--- src/rtl/olar_pkg.sv ---
// ----------------------------------------------------------------------------
// olar_pkg
// Shared types and constants for the ordered list append/remove unit.
// ----------------------------------------------------------------------------
package olar_pkg;

  // Default number of entries the list can hold.
  localparam int unsigned CAPACITY_DEF = 16;

  // Fixed field widths of the item and result payloads.
  localparam int unsigned VALUE_W = 32;
  localparam int unsigned POS_W   = 4;

  // Operation carried from the front end to the back end.
  typedef enum logic {
    OP_APPEND = 1'b0,
    OP_REMOVE = 1'b1
  } op_e;

  // Completion status reported with every result of a dump.
  typedef enum logic [1:0] {
    ST_DONE   = 2'd0,
    ST_FULL   = 2'd1,
    ST_BADPOS = 2'd2
  } status_e;

  // Decoded command held in the queue between front and back.
  typedef struct packed {
    op_e                       op;
    logic signed [VALUE_W-1:0] value;
    logic [POS_W-1:0]          position;
  } cmd_t;

  // One result item of a list dump.
  typedef struct packed {
    logic signed [VALUE_W-1:0] value;
    logic [POS_W-1:0]          index;
    logic                      last;
    logic                      empty;
    status_e                   status;
  } res_t;

endpackage

--- src/rtl/olar_ram.sv ---
// ----------------------------------------------------------------------------
// olar_ram
// Generic simple dual-port RAM: one write port, one read port, registered read.
// ----------------------------------------------------------------------------
module olar_ram #(
  parameter  int unsigned Width = 32,
  parameter  int unsigned Depth = 16,
  localparam int unsigned AddrW = (Depth > 1) ? $clog2(Depth) : 1
) (
  input  logic             clk_i,
  input  logic             we_i,
  input  logic [AddrW-1:0] waddr_i,
  input  logic [Width-1:0] wdata_i,
  input  logic             re_i,
  input  logic [AddrW-1:0] raddr_i,
  output logic [Width-1:0] rdata_o
);

  logic [Width-1:0] mem_q [Depth];
  logic [Width-1:0] rdata_q;

  // Write port; storage has no reset.
  always_ff @(posedge clk_i) begin
    if (we_i) begin
      mem_q[waddr_i] <= wdata_i;
    end
  end

  // Read port; data appears the cycle after the read enable.
  always_ff @(posedge clk_i) begin
    if (re_i) begin
      rdata_q <= mem_q[raddr_i];
    end
  end

  assign rdata_o = rdata_q;

endmodule

--- src/rtl/olar_front.sv ---
// ----------------------------------------------------------------------------
// olar_front
// Input side: accepts items, decodes the operation and queues the command.
// ----------------------------------------------------------------------------
module olar_front (
  input  logic                                clk_i,
  input  logic                                rst_ni,
  input  logic                                in_valid_i,
  output logic                                in_ready_o,
  input  logic                                mode_i,
  input  logic signed [olar_pkg::VALUE_W-1:0] value_i,
  input  logic [olar_pkg::POS_W-1:0]          position_i,
  output logic                                cmd_valid_o,
  input  logic                                cmd_ready_i,
  output olar_pkg::cmd_t                      cmd_o
);

  import olar_pkg::*;

  cmd_t head_q, skid_q;
  logic head_v_q, skid_v_q;
  cmd_t decoded;
  logic push, pop;

  // Classify the incoming item into a command.
  always_comb begin
    decoded.op       = mode_i ? OP_REMOVE : OP_APPEND;
    decoded.value    = value_i;
    decoded.position = position_i;
  end

  assign in_ready_o  = ~skid_v_q;
  assign push        = in_valid_i & in_ready_o;
  assign pop         = head_v_q & cmd_ready_i;
  assign cmd_valid_o = head_v_q;
  assign cmd_o       = head_q;

  // Two-entry command queue: head register plus one behind it.
  always_ff @(posedge clk_i or negedge rst_ni) begin
    if (!rst_ni) begin
      head_v_q <= 1'b0;
      skid_v_q <= 1'b0;
    end else if (pop && skid_v_q) begin
      head_v_q <= 1'b1;
      skid_v_q <= push;
    end else if (pop) begin
      head_v_q <= push;
    end else if (push) begin
      if (!head_v_q) begin
        head_v_q <= 1'b1;
      end else begin
        skid_v_q <= 1'b1;
      end
    end
  end

  // Payload side of the queue.
  always_ff @(posedge clk_i) begin
    if (pop && skid_v_q) begin
      head_q <= skid_q;
      if (push) begin
        skid_q <= decoded;
      end
    end else if (pop) begin
      if (push) begin
        head_q <= decoded;
      end
    end else if (push) begin
      if (!head_v_q) begin
        head_q <= decoded;
      end else begin
        skid_q <= decoded;
      end
    end
  end

endmodule

--- src/rtl/olar_back.sv ---
// ----------------------------------------------------------------------------
// olar_back
// Execution side: owns the entry store, carries out append and removal, and
// streams the list out through a two-entry result buffer.
// ----------------------------------------------------------------------------
module olar_back #(
  parameter int unsigned Capacity = olar_pkg::CAPACITY_DEF
) (
  input  logic           clk_i,
  input  logic           rst_ni,
  input  logic           cmd_valid_i,
  output logic           cmd_ready_o,
  input  olar_pkg::cmd_t cmd_i,
  output logic           out_valid_o,
  input  logic           out_ready_i,
  output olar_pkg::res_t res_o
);

  import olar_pkg::*;

  localparam int unsigned AW   = (Capacity > 1) ? $clog2(Capacity) : 1;
  localparam int unsigned CW   = $clog2(Capacity + 1);
  localparam int unsigned CMPW = (CW > POS_W) ? CW : POS_W;

  typedef enum logic [1:0] {
    S_IDLE,
    S_SHIFT,
    S_DUMP
  } state_e;

  state_e  state_q, state_d;
  logic [CW-1:0] count_q, count_d;
  logic [CW-1:0] src_q, src_d;
  logic [AW-1:0] wr_addr_q, wr_addr_d;
  logic          wpend_q, wpend_d;
  logic [AW-1:0] idx_q, idx_d;
  status_e       stat_q, stat_d;
  logic          pend_q, pend_d;
  res_t          pend_res_q, pend_res_d;

  res_t head_q, skid_q, push_res;
  logic head_v_q, skid_v_q;
  logic push, pop, slot_ok, is_last;

  logic               ram_we, ram_re;
  logic [AW-1:0]      ram_waddr, ram_raddr;
  logic [VALUE_W-1:0] ram_wdata, ram_rdata;
  logic [CMPW-1:0]    pos_ext, cnt_ext;

  olar_ram #(
    .Width(VALUE_W),
    .Depth(Capacity)
  ) u_store (
    .clk_i  (clk_i),
    .we_i   (ram_we),
    .waddr_i(ram_waddr),
    .wdata_i(ram_wdata),
    .re_i   (ram_re),
    .raddr_i(ram_raddr),
    .rdata_o(ram_rdata)
  );

  // Result buffer bookkeeping: a read may only be issued when its data is
  // sure to find room the cycle it returns.
  assign pop     = head_v_q & out_ready_i;
  assign slot_ok = (2'(head_v_q) + 2'(skid_v_q) + 2'(pend_q)) <= (2'd1 + 2'(pop));
  assign pos_ext = CMPW'(cmd_i.position);
  assign cnt_ext = CMPW'(count_q);
  assign is_last = (CW'(idx_q) + CW'(1)) == count_q;

  // Sequencer for the current command.
  always_comb begin
    state_d     = state_q;
    count_d     = count_q;
    src_d       = src_q;
    wr_addr_d   = wr_addr_q;
    wpend_d     = wpend_q;
    idx_d       = idx_q;
    stat_d      = stat_q;
    pend_d      = 1'b0;
    pend_res_d  = pend_res_q;
    cmd_ready_o = 1'b0;
    ram_we      = 1'b0;
    ram_waddr   = '0;
    ram_wdata   = '0;
    ram_re      = 1'b0;
    ram_raddr   = '0;
    case (state_q)
      S_IDLE: begin
        cmd_ready_o = 1'b1;
        if (cmd_valid_i) begin
          idx_d = '0;
          case (cmd_i.op)
            OP_APPEND: begin
              state_d = S_DUMP;
              if (count_q == CW'(Capacity)) begin
                stat_d = ST_FULL;
              end else begin
                stat_d    = ST_DONE;
                ram_we    = 1'b1;
                ram_waddr = count_q[AW-1:0];
                ram_wdata = cmd_i.value;
                count_d   = count_q + CW'(1);
              end
            end
            OP_REMOVE: begin
              if (pos_ext >= cnt_ext) begin
                stat_d  = ST_BADPOS;
                state_d = S_DUMP;
              end else begin
                stat_d  = ST_DONE;
                src_d   = CW'(pos_ext) + CW'(1);
                wpend_d = 1'b0;
                state_d = S_SHIFT;
              end
            end
            default: begin
              stat_d  = ST_DONE;
              state_d = S_DUMP;
            end
          endcase
        end
      end
      S_SHIFT: begin
        // Read the entry above, write it one place down the next cycle.
        if (wpend_q) begin
          ram_we    = 1'b1;
          ram_waddr = wr_addr_q;
          ram_wdata = ram_rdata;
        end
        if (src_q < count_q) begin
          ram_re    = 1'b1;
          ram_raddr = src_q[AW-1:0];
          src_d     = src_q + CW'(1);
          wr_addr_d = AW'(src_q - CW'(1));
          wpend_d   = 1'b1;
        end else begin
          wpend_d = 1'b0;
          if (!wpend_q) begin
            count_d = count_q - CW'(1);
            state_d = S_DUMP;
          end
        end
      end
      S_DUMP: begin
        if (slot_ok) begin
          pend_d = 1'b1;
          if (count_q == '0) begin
            pend_res_d.value  = '0;
            pend_res_d.index  = '0;
            pend_res_d.last   = 1'b1;
            pend_res_d.empty  = 1'b1;
            pend_res_d.status = stat_q;
            state_d           = S_IDLE;
          end else begin
            ram_re            = 1'b1;
            ram_raddr         = idx_q;
            pend_res_d.value  = '0;
            pend_res_d.index  = POS_W'(idx_q);
            pend_res_d.last   = is_last;
            pend_res_d.empty  = 1'b0;
            pend_res_d.status = stat_q;
            idx_d             = idx_q + AW'(1);
            if (is_last) begin
              state_d = S_IDLE;
            end
          end
        end
      end
      default: begin
        state_d = S_IDLE;
      end
    endcase
  end

  // Returning read data joins its result fields.
  assign push = pend_q;
  always_comb begin
    push_res       = pend_res_q;
    push_res.value = pend_res_q.empty ? pend_res_q.value : ram_rdata;
  end

  always_ff @(posedge clk_i or negedge rst_ni) begin
    if (!rst_ni) begin
      state_q <= S_IDLE;
      count_q <= '0;
      wpend_q <= 1'b0;
      pend_q  <= 1'b0;
    end else begin
      state_q <= state_d;
      count_q <= count_d;
      wpend_q <= wpend_d;
      pend_q  <= pend_d;
    end
  end

  // Working registers that need no reset.
  always_ff @(posedge clk_i) begin
    src_q      <= src_d;
    wr_addr_q  <= wr_addr_d;
    idx_q      <= idx_d;
    stat_q     <= stat_d;
    pend_res_q <= pend_res_d;
  end

  // Two-entry result buffer, valid flags.
  always_ff @(posedge clk_i or negedge rst_ni) begin
    if (!rst_ni) begin
      head_v_q <= 1'b0;
      skid_v_q <= 1'b0;
    end else if (pop && skid_v_q) begin
      head_v_q <= 1'b1;
      skid_v_q <= push;
    end else if (pop) begin
      head_v_q <= push;
    end else if (push) begin
      if (!head_v_q) begin
        head_v_q <= 1'b1;
      end else begin
        skid_v_q <= 1'b1;
      end
    end
  end

  // Result buffer payload.
  always_ff @(posedge clk_i) begin
    if (pop && skid_v_q) begin
      head_q <= skid_q;
      if (push) begin
        skid_q <= push_res;
      end
    end else if (pop) begin
      if (push) begin
        head_q <= push_res;
      end
    end else if (push) begin
      if (!head_v_q) begin
        head_q <= push_res;
      end else begin
        skid_q <= push_res;
      end
    end
  end

  assign out_valid_o = head_v_q;
  assign res_o       = head_q;

endmodule

--- src/rtl/ordered_list_append_remove_unit.sv ---
// ----------------------------------------------------------------------------
// ordered_list_append_remove_unit
// Bounded ordered list of signed 32-bit values with append and remove.
// ----------------------------------------------------------------------------
// Usage: each transfer on the input channel (in_valid_i/in_ready_o) either
// appends value_i at the tail (mode_i = 0) or removes the entry at
// position_i (mode_i = 1). After every operation the whole list leaves on
// the output channel (out_valid_o/out_ready_i), one transfer per entry in
// order, the final one with last_entry_o set; an empty list gives a single
// transfer with list_empty_o set. Every transfer of one dump carries the
// operation's status_o.
// Timing: the execution side takes each command, then reads out one result
// per entry. A removal first moves the entries above the gap down one place
// per cycle, from the gap up to the tail, before its dump begins.
// Reset clears the list length; the store itself is not cleared, and no
// clearing pass is needed. When the receiver stalls, a two-entry result
// buffer fills and the store reads pause; new items are still queued until
// the two-entry command queue fills.
module ordered_list_append_remove_unit #(
  parameter int unsigned Capacity = olar_pkg::CAPACITY_DEF
) (
  input  logic                                clk_i,
  input  logic                                rst_ni,
  input  logic                                in_valid_i,
  output logic                                in_ready_o,
  input  logic                                mode_i,
  input  logic signed [olar_pkg::VALUE_W-1:0] value_i,
  input  logic [olar_pkg::POS_W-1:0]          position_i,
  output logic                                out_valid_o,
  input  logic                                out_ready_i,
  output logic signed [olar_pkg::VALUE_W-1:0] entry_value_o,
  output logic [olar_pkg::POS_W-1:0]          entry_index_o,
  output logic                                last_entry_o,
  output logic                                list_empty_o,
  output logic [1:0]                          status_o
);

  import olar_pkg::*;

  cmd_t cmd;
  logic cmd_valid, cmd_ready;
  res_t res;

  // Front end: accept and decode.
  olar_front u_front (
    .clk_i      (clk_i),
    .rst_ni     (rst_ni),
    .in_valid_i (in_valid_i),
    .in_ready_o (in_ready_o),
    .mode_i     (mode_i),
    .value_i    (value_i),
    .position_i (position_i),
    .cmd_valid_o(cmd_valid),
    .cmd_ready_i(cmd_ready),
    .cmd_o      (cmd)
  );

  // Back end: update the store and dump the list.
  olar_back #(
    .Capacity(Capacity)
  ) u_back (
    .clk_i      (clk_i),
    .rst_ni     (rst_ni),
    .cmd_valid_i(cmd_valid),
    .cmd_ready_o(cmd_ready),
    .cmd_i      (cmd),
    .out_valid_o(out_valid_o),
    .out_ready_i(out_ready_i),
    .res_o      (res)
  );

  assign entry_value_o = res.value;
  assign entry_index_o = res.index;
  assign last_entry_o  = res.last;
  assign list_empty_o  = res.empty;
  assign status_o      = res.status;

endmodule

--- config.mk ---
export PLATFORM = sky130hd
export DESIGN_NAME = ordered_list_append_remove_unit
export DESIGN_NICKNAME = d
export VERILOG_FILES = /design/src/rtl/olar_pkg.sv /design/src/rtl/olar_ram.sv /design/src/rtl/olar_front.sv /design/src/rtl/olar_back.sv /design/src/rtl/ordered_list_append_remove_unit.sv
export SDC_FILE = /design/constraint.sdc
export NUM_CORES = 1
export LEC_CHECK = 0
export BUFFER_PORTS_ARGS = -buffer_cell sky130_fd_sc_hd__buf_2
export CELL_PAD_IN_SITES_DETAIL_PLACEMENT = 0
export CELL_PAD_IN_SITES_GLOBAL_PLACEMENT = 2
export CORE_UTILIZATION = 46
export CTS_CLUSTER_SIZE = 8
export DETAILED_ROUTE_END_ITERATION = 8
export GPL_TIMING_DRIVEN = 0
export PLACE_DENSITY_LB_ADDON = 0.1
export SLEW_MARGIN = 20
export SYNTH_ARGS = -nofsm -noshare
export SYNTH_HDL_FRONTEND = slang
export SYNTH_SLANG_ARGS = --single-unit
--- constraint.sdc ---
create_clock -name clk_i -period 5.49 [get_ports clk_i]
set_clock_uncertainty 0.1 [all_clocks]
set_input_delay 0.549 -clock clk_i [delete_from_list [all_inputs] [get_ports clk_i]]
set_output_delay 0.549 -clock clk_i [all_outputs]
set_load 0.005 [all_outputs]
==> results.py <==
metrics = {
    "outcome": {
        "outcome": "completed",
    },
    "power_and_ir_drop": {
        "switching_share_pct": 36.8,
        "pwr-share-comb_pct": 36.7,
        "ir_drop_v": 0.000352,
        "seqPwrFrac_pct": 36.1,
        "switchingPower_uw": 7440,
        "power_density_nw_per_um2": 574,
        "p_leak_uw": 0.0114,
        "intPower_uw": 12800,
        "clockPowerShare_pct": 27.1,
    },
    "timing": {
        "post-route-period-util_pct": 91.4,
        "period_needed_ps": 5020,
        "rsz0062_at_grt": "false",
        "final-max-slew-violation-count": 0,
        "max_slew.worst_pin.slew_ps": 1110,
        "setup_violations": 0,
        "slew_headroom_pct": 26.2,
        "hold_violations": 0,
        "holdWs_ps": 52.3,
        "fmax_mhz": 199,
    },
    "global_route": {
        "grt_max_degree": 27,
        "grt_pass1_wl_um": 116000,
        "grt-ovfl-total": 0,
        "grt_pass1_vias": 17823,
        "track_usage_pct": 24.1,
        "antenna_found_initial": 0,
    },
    "clocking": {
        "clkLatencyLatePin_ps": 640,
        "clk_pin_slew_ps": 50,
        "cts_tree": "done",
        "cts_root_buf": "clkbuf_16",
        "htreeDepth": 3,
        "clock_path_buffers": 3,
        "ctsResizeCount": 0,
        "cts.sinks": 734,
        "hold_buffers": 36,
        "cts_buffers": 101,
        "post-cts-setup-buffers": 0,
    },
    "synthesis": {
        "synth-seq-area-share_pct": 73.3,
        "synth_edf_count": 721,
        "async_flop_share_pct": 1.77,
        "synth_ff_type": "edfxtp_1",
        "synth.largest_area_cell": "edfxtp_1",
        "synth_seq_cells": 734,
        "netlist_top_cells_area": "edfxtp_1 (72%), mux2_2 (3.0%), nand2_1 (2.8%), mux2i_1 (2.3%), o41ai_2 (1.7%)",
        "syn_inst": 1986,
        "synth.net_count": 2048,
        "yosys_warnings": 0,
        "synth_cell_type_count": 64,
        "synth_area_um2": 30000,
        "avgSynthCellArea_um2": 15.1,
        "yosysTopAreaCellShare_pct": 72.2,
    },
    "floorplanning": {
        "ios": 83,
        "coreArea_um2": 64500,
        "dieArea_um2": 66200,
        "die_y_um": 257,
        "rows": 93,
        "chipWidth_um": 257,
        "initial_core_util_pct": 46.5,
    },
    "cells_and_area": {
        "finalNetCount": 2299,
        "drive_gt1_share_pct": 18.5,
        "final_cells": 3107,
        "finalInstanceArea_um2": 35200,
        "area_growth_pct": 17.4,
        "final_util_pct": 54.6,
        "diodes": 0,
    },
    "placed_design": {
        "placed_cell_area_um2": 32100,
        "port_buffers": 82,
        "post-place-cells": 2953,
        "gp_congestion": 0.809,
        "dp_hpwl_um": 54900,
    },
    "route": {
        "drt_iter0_markers": 1684,
        "drcViolationCount": 0,
        "wirelength_um": 79200,
        "dr.pass1.iters": 5,
        "ant_nets": 0,
        "dr_total_vias": 17639,
        "vias_per_cell": 5.68,
        "avgRoutedWirePerCell_um": 25.5,
    },
    "critical_path": {
        "crit_fanout": 15,
        "crit_path_end_kind": "flop",
        "critical-path-max-stage-delay_ps": 640,
        "worstSetupPathType": "flop to flop",
        "crit_arrival_ps": 5240,
        "crit_buf_inv": 4,
        "critPathLaunchType": "flop",
        "crit_required_ps": 5720,
        "critical_path.top_delay_family": "compound AO/OA/AOI/OAI gates",
        "cp_cell_sequence": "inv_1, fa_1, inv_1, ha_1, and2b_1, o21ai_2, nand3_1, o21ai_0, a21boi_2, buf_4, clkbuf_1, o21ai_0, nand4_1, o41ai_2",
        "critical-path-slowest-cell": "a21boi_2",
    },
    "run": {
        "drv_cap": 0,
    },
    "min_path": {
        "hp-class": "input pin to flop",
    },
}
[layout make-up]
class                   count  area [um^2]
inverters                  24         90.1
clock buffers             115         2640
clock inverters             3         48.8
fillers                  5284        29300
well taps                 855         1070
plain buffers             123          589
multi-input cells        1105         7480
repair buffers            148         1300
flip-flops and latches    734        22000
[cells by family (layout without fill, tap and decap cells)]
logic type	after synthesis	in the layout	share of synthesized area, %
XOR/XNOR	14	14	0.409
multiplexers	147	147	5.24
AND/OR/NAND/NOR	595	595	9.62
buffers and inverters	147	413	2.27
adder cells (fa/ha/maj)	21	21	0.926
AO/OA/AOI/OAI	328	328	8.27
flip-flops	734	734	73.3
[cells in the mapped netlist, types with 10 or more instances]
master    instances
o21ai_1          32
and3_1           34
o21ai_0          77
a22o_1           34
a32o_1           32
a21oi_1          47
mux2i_1          68
mux2_2           79
nand3b_1         32
buf_2            38
dfrtp_1          13
ha_1             19
inv_1            24
nor2_1          129
nor2b_1          37
xnor2_1          10
edfxtp_1        721
nand3_1          42
nand4_1          31
a31oi_1          35
clkbuf_1         60
o41ai_2          31
nor3b_1          36
nand2_1         222
and2_1           13
[registers in the layout (all words and copies together) (netlist names), 5 cells and up]
register                count
u_front.skid_q             37
u_back.res_o               40
u_front.cmd_o              37
u_back.skid_q              40
u_back.src_q                5
u_back.pend_res_q           8
u_back.cnt_ext              5
u_back.u_store.rdata_o     32
u_back.u_store.mem_q      512
[routing by layer]
metal | up-vias | part of all wire [%] | track usage [%]
met5 | - | 0 | 0
met4 | 0 | 2.9 | 8.05
met3 | 146 | 5.6 | 3.59
met2 | 543 | 47 | 38.6
met1 | 8893 | 45 | 33.7
li1 | 8057 | - | -
[cell usage in the layout (no fill, tap or decap), types with 42 or more instances in the layout]
cell type  netlist  layout
clkbuf_1        60      71
o21ai_0         77      76
nand3_1         42      42
nor2_1         129     112
mux2_2          79      79
clkbuf_16        0     104
edfxtp_1       721     721
mux2i_1         68      68
buf_2           38     120
nand2_1        222     222
a21oi_1         47      47
[power by group through the flow]
stage / Clock, uW / Combinational (uW) / Sequential [uW]
after floorplan: 0 / 4600 / 7300
after global placement: 0 / 7250 / 7440
after detailed placement: 0 / 7420 / 7410
after CTS: 5590 / 7480 / 7300
after global routing: 5790 / 7990 / 7340
final: 5490 / 7430 / 7300
[final timing paths]
check	depth (start not counted)	slack, ps	to	from
min reg2reg	0	350	u_back.skid_q[7]	u_back.pend_res_q[7]
max reg2reg	14	470	u_back.u_store.rdata_o[0]	u_back.out_valid_o
max	14	470	u_back.u_store.rdata_o[0]	u_back.out_valid_o
max in group asynchronous	2	4770	u_back.out_valid_o	rst_ni
min in group asynchronous	2	260	u_back.cnt_ext[0]	rst_ni
min	1	50	u_front.skid_q[4]	value_i[0]
[through the flow]
stage | worst slack [ps] | setup TNS [ps] | power [uW]
6_report | 474 | 0 | 20200
3_3_place_gp | -2040 | -251010 | 14700
5_1_grt | 199 | 0 | 21100
4_1_cts | 457 | 0 | 20400
2_1_floorplan | 900 | 0 | 11900
3_5_place_dp | 449 | 0 | 14800
Note: power is estimated with default switching activity, not from simulation.
